File: src/ssmd_pkg.sv
// shared types and constants of the subarray sum multiple detector
package ssmd_pkg;

    localparam int MAX_MODULUS = 1024;
    localparam int RES_W       = $clog2(MAX_MODULUS);
    localparam int MOD_W       = RES_W + 1;
    localparam int VAL_W       = 32;
    localparam int SUM_W       = VAL_W + 1;
    localparam int CNT_W       = $clog2(SUM_W);
    localparam int POS_W       = 16;
    localparam int EPOCH_W     = 8;

    localparam logic [POS_W-1:0]   MAX_LENGTH = 16'hFFFF;
    localparam logic [POS_W-1:0]   MIN_RUN    = 16'd2;
    localparam logic [MOD_W-1:0]   MOD_MAX    = MOD_W'(MAX_MODULUS);
    localparam logic [EPOCH_W-1:0] EPOCH_LAST = '1;
    localparam logic [EPOCH_W-1:0] EPOCH_FIRST = EPOCH_W'(1);
    localparam logic [CNT_W-1:0]   DIV_LAST_STEP = CNT_W'(SUM_W - 1);

    typedef struct packed {
        logic               start;
        logic [SUM_W-1:0]   dividend;
        logic [MOD_W-1:0]   divisor;
    } t_div_req;

    typedef struct packed {
        logic               done;
        logic [RES_W-1:0]   rem;
    } t_div_rsp;

    typedef struct packed {
        logic [POS_W-1:0]   pos;
        logic [EPOCH_W-1:0] tag;
    } t_entry;

    typedef struct packed {
        logic               en;
        logic [RES_W-1:0]   addr;
        t_entry             data;
    } t_tbl_wr;

endpackage

File: src/ssmd_divider.sv
// bit-serial restoring modulo unit, one dividend bit per cycle
module ssmd_divider (
    input  logic                 i_clk,
    input  logic                 i_rst_n,
    input  ssmd_pkg::t_div_req   i_req,
    output ssmd_pkg::t_div_rsp   o_rsp
);

    logic                          r_busy;
    logic                          r_done;
    logic [ssmd_pkg::CNT_W-1:0]    r_cnt;
    logic [ssmd_pkg::SUM_W-1:0]    r_sh;
    logic [ssmd_pkg::MOD_W-1:0]    r_div;
    logic [ssmd_pkg::RES_W-1:0]    r_rem;
    logic [ssmd_pkg::MOD_W-1:0]    trial;
    logic [ssmd_pkg::MOD_W-1:0]    n_rem;

    // shift in the next bit, subtract the divisor when it fits
    always_comb begin
        trial = {r_rem, r_sh[ssmd_pkg::SUM_W-1]};
        if (trial >= r_div) begin
            n_rem = trial - r_div;
        end else begin
            n_rem = trial;
        end
    end

    always_ff @(posedge i_clk) begin
        if (!i_rst_n) begin
            r_busy <= 1'b0;
            r_done <= 1'b0;
            r_cnt  <= '0;
        end else begin
            r_done <= 1'b0;
            if (i_req.start) begin
                r_busy <= 1'b1;
                r_cnt  <= '0;
            end else if (r_busy) begin
                r_cnt <= r_cnt + 1'b1;
                if (r_cnt == ssmd_pkg::DIV_LAST_STEP) begin
                    r_busy <= 1'b0;
                    r_done <= 1'b1;
                end
            end
        end
    end

    always_ff @(posedge i_clk) begin
        if (i_req.start) begin
            r_sh  <= i_req.dividend;
            r_div <= i_req.divisor;
            r_rem <= '0;
        end else if (r_busy) begin
            r_sh  <= {r_sh[ssmd_pkg::SUM_W-2:0], 1'b0};
            r_rem <= n_rem[ssmd_pkg::RES_W-1:0];
        end
    end

    assign o_rsp.done = r_done;
    assign o_rsp.rem  = r_rem;

endmodule

File: config.mk
export PLATFORM = sky130hd
export DESIGN_NAME = ssmd_divider
export DESIGN_NICKNAME = d
export VERILOG_FILES = /design/src/ssmd_pkg.sv /design/src/ssmd_divider.sv
export SDC_FILE = /design/constraint.sdc
export NUM_CORES = 1
export LEC_CHECK = 0
export BUFFER_PORTS_ARGS = -buffer_cell sky130_fd_sc_hd__buf_2
export CAP_MARGIN = 20
export CORE_ASPECT_RATIO = 0.7
export CORE_MARGIN = 2
export CORE_UTILIZATION = 40
export DETAILED_ROUTE_END_ITERATION = 7
export PLACE_DENSITY = 0.59
export RECOVER_POWER = 25
export SYNTH_ARGS = -nofsm -noshare
export SYNTH_HDL_FRONTEND = slang
export SYNTH_SLANG_ARGS = --single-unit
File: constraint.sdc
create_clock -name i_clk -period 2.65 [get_ports i_clk]
set_clock_uncertainty 0.1 [all_clocks]
set_input_delay 0.3975 -clock i_clk [delete_from_list [all_inputs] [get_ports i_clk]]
set_output_delay 0.3975 -clock i_clk [all_outputs]
set_load 0.005 [all_outputs]
==> summary by stage <==
GRT
For this run, the total global-route usage over all layers was measured as between 10% and 20%. The global-route wire length before repair is ~9.6 mm. The pin count of the biggest net entering global routing is 46.

The aggregate global routing overflow is 0. The number of global-route vias before repair is 1977. The number of antenna violations at the first check in global routing is 0.

CTS
TritonCTS built the clock tree. The clock transition at the registers of the reported paths is 0.07 ns. CTS saw 62 sinks. The hold buffer count at CTS is 0. The clock latency at the later pin of the worst-skew pair is 0.34 ns.

CTS built an H-tree with a depth of 3. The number of setup buffers added after CTS is 0. The quantity of gates resized following cts is 0. The maximum buffer depth of the clock tree is 2. CTS placed an instance of clkbuf_8 at the clock tree root.

In this run, CTS created clock tree buffers numbering 9.

Placement
The cell count after placement is 388. The count of port buffers added during placement is 57. The routability congestion estimate is 0.842. The detailed placer's ending HPWL is ~4 mm. Timing analysis after detailed placement gives a worst setup slack of 0.397 ns.

Route
The routed length per placed instance is approximately 14 um. The number of DRC markers after the initial detailed-route iteration is 122. The number of design rule violations left after detail routing is 0. The iteration count of the initial detailed-routing pass is 4. The antenna violation net count after detailed routing is 0. For this block, the via count after detailed routing is 2001. The vias per cell is 4.95.

The final layout contains routed wiring with a total length of 5.79 mm.

Floorplan
The floorplan has 26 rows. The overall die width is 108 um. The core area is 7290 sq um. The starting density of the core is around two fifths.

The die covers 8220 sq um. 58 I/O pins were placed. The height of the chip is 76.5 um.

Yosys
The dominant combinational cell family by area after synthesis is multiplexers. The post-synthesis compound-gate area fraction is 8.25%. After synthesis, flip-flops and latches occupy 56.0% of the total area. The portion of synthesized area spent on multiplexers is 14.7%. The unique cell type count in the Yosys netlist is 42. The flop and latch count out of synthesis is a little over 60.

The synthesized netlist cell count is between 200 and 250. The synthesized netlist occupies a cell area of 3000 sq um. Summing the areas of all fa, ha and maj instances in the mapped netlist gives approximately 6% of the synthesized area. The fraction of the mapped netlist area in simple logic gates is roughly 8.4%. For this run, the number of Yosys warnings is 0. The post-synthesis net count is around 300.

The xor/xnor cell area share of the yosys netlist is 3.21%. The synthesized area per cell is 12.7 sq um.

Power
After layout, the design draws a total of 2280 uW. The static power due to leakage is 0.00145 uW. The highest ir drop seen on vdd is 0.000278 V. Dividing total power by cell area gives a power density of 635 nW/um^2.

STA
After layout, the worst path uses 87.4% of the clock period. The sum of negative setup slack is 0 ns. The number of slew-limit violations in the final report is 0.

The hold violation total from the final report is 0. The shortest period the worst path allows is 2.32 ns. The worst-case setup margin in the final layout is about 0.33 ns. Setup repair after global routing left no endpoint under its margin. Hold timing on the final database bottoms out at a slack of about 0.13 ns. Measured against its own limit, the worst slew margin works out to a little over a quarter. The top achievable clock speed is 432 MHz. The number of setup violations in the final report is 0. The transition time of the tightest slew-check pin is about 1.1 ns.

Worst setup path
In this run the critical register-to-register path is captured at r_rem[7]. The reg-to-reg setup timing slack is around 0.33 ns. The worst setup path is captured at a flop.

Tracing the worst setup path back leads to its startpoint at r_rem[7]. Counting cells, the worst reg-to-reg path comes to 7. The startpoint class of the critical path is a flop. The type of the worst setup path is flop to flop. At the worst endpoint, the required time is between 2 and 3 ns. Of all nets on the critical path, the largest fanout is 10. The data arrival time at the worst-slack endpoint is ~2.5 ns. The startpoint of the worst-slack reg-to-reg timing path is r_rem[7]. Following the worst setup path forward leads to its endpoint at r_rem[7].

Cells and area
The sequential cells in the finished layout cover a total of between 1500 and 2000 sq um. The multi-input combinational cells in the finished layout cover a total of 1220 sq um. The post-route netlist has 36.9% of its cells at a drive strength greater than 1. The number of standard cells in the final layout excluding fillers is 404. The number of antenna diodes in the final layout is 0. The total number of nets in the final design is around 360. The area growth from synthesis to layout is 19.7%. The number of inserted filler cells in the final layout is slightly below 700.

Flow run
The max capacitance violation total is 0.

Hold path
The path class of the tightest hold or removal check is primary input to flop.

Run status
The flow ran to the end, and the final reports show no timing, DRC or antenna violations.
Yosys cell counts:
cell type	instances	area, sq um
dfxtp_1	18	360
mux2_2	32	360
nand4_2	1	12.5
nand4_1	2	12.5
ha_1	13	163
o21ai_2	1	8.76
buf_4	1	7.51
or3_1	1	6.26
nor3_1	2	10.0
inv_1	18	67.6
a21oi_1	11	55.1
o311a_2	1	11.3
and2_1	1	6.26
or3_2	1	7.51
nor4b_1	1	8.76
o21ai_1	2	10.0
nor2_1	14	52.6
a21o_1	2	15.0
nor4bb_1	1	10.0
xnor2_1	6	52.6
edfxtp_1	44	1320
nor2_2	1	6.26
nand2_1	12	45.0
buf_1	4	15.0
o211ai_1	2	15.0
o21ai_4	1	16.3
a211oi_1	5	37.5
nand2b_1	4	25.0
mux2i_1	8	80.1
a21oi_2	1	8.76
clkbuf_1	3	11.3
a2111oi_0	1	8.76
a21o_2	1	8.76
o21bai_1	1	7.51
nor4_4	1	21.3
xor2_1	5	43.8
o22ai_1	1	6.26
nor2b_1	2	12.5
o311ai_0	1	8.76
o21ai_0	6	30.0
fa_1	1	20.0
nand3_1	3	15.0
logic make-up (layout without fill, tap and decap cells):
kind of cell               count (synthesis)  after routing
xor gates and xnor gates                  11             11
muxes                                     40             40
buffers and inverters                     26             95
and+or+nand+nor                           47             47
DFF                                       62             62
AOI/OAI and AO/OA                         37             37
adders and majority gates                 14             14
power breakdown:
part / switching (uW) / internal, uW
logic: 155 / 152
registers: 33.7 / 1130
clock network: 358 / 450
total: 547 / 1730
layout make-up:
cell class,instances,area share [%]
Clock buffer,16,5.33
Inverter,18,1.88
Multi-Input combinational cell,149,33.9
Sequential cell,62,46.8
Tap cell,98,3.41
Timing Repair Buffer,61,8.67
worst min-delay path by stage:
stage               slack (ns)  endpoint  startpoint  cells past startpoint
floorplan                 0.34    r_done    r_cnt[5]                      2
global route              0.10  r_div[4]    i_req[4]                      1
finish                    0.13  r_div[9]    i_req[9]                      1
global placement          0.37  r_cnt[5]    r_cnt[5]                      2
detailed placement        0.37  r_rem[9]    r_rem[9]                      1
CTS                       0.11  r_div[9]    i_req[9]                      1
placed cells by master, fill, tap and decap left out, types with 2 or more instances in the layout:
master and count:
a21oi_1 11, nand2b_1 4, inv_1 18, o21ai_0 6, o211ai_1 2, edfxtp_1 44, xnor2_1 6, nand2_1 12
o21ai_1 2, xor2_1 5, mux2i_1 8, nor3_1 2, nor2_1 14, clkbuf_8 11, a211oi_1 5, ha_1 13
buf_2 56, buf_4 3, dfxtp_1 18, nand4_1 2, mux2_2 32, nor2b_1 2, a21o_1 2, nand3_1 3
clkbuf_1 5
metal layers:
metal  wire length (um)  track usage (%)
met2               2460             21.1
met4                 51             6.15
met3                476             6.59
met5                  0                0
met1               2800             21.2
stage by stage:
stage	area, sq um	utilization, %
global route	3590	49.3
CTS	3610	49.5
finish	3590	49.3
floorplan	3000	-
global placement	3420	46.9
detailed placement	3420	46.9
sequential cells by signal, indices dropped and copies added (netlist names):
register	cells
r_rem	10
r_div	11
r_cnt	6
r_sh	33
r_busy	1
r_done	1
worst max-delay path: stages, from the launching register on:
cell	delay, ns
dfxtp_1	0.33
ha_1	0.36
a21oi_1	0.28
o21ai_1	0.14
nor2_2	0.23
o21ai_4	0.19
or3_2	0.49
o311ai_0	0.09
(Power assumes the default switching activity.)
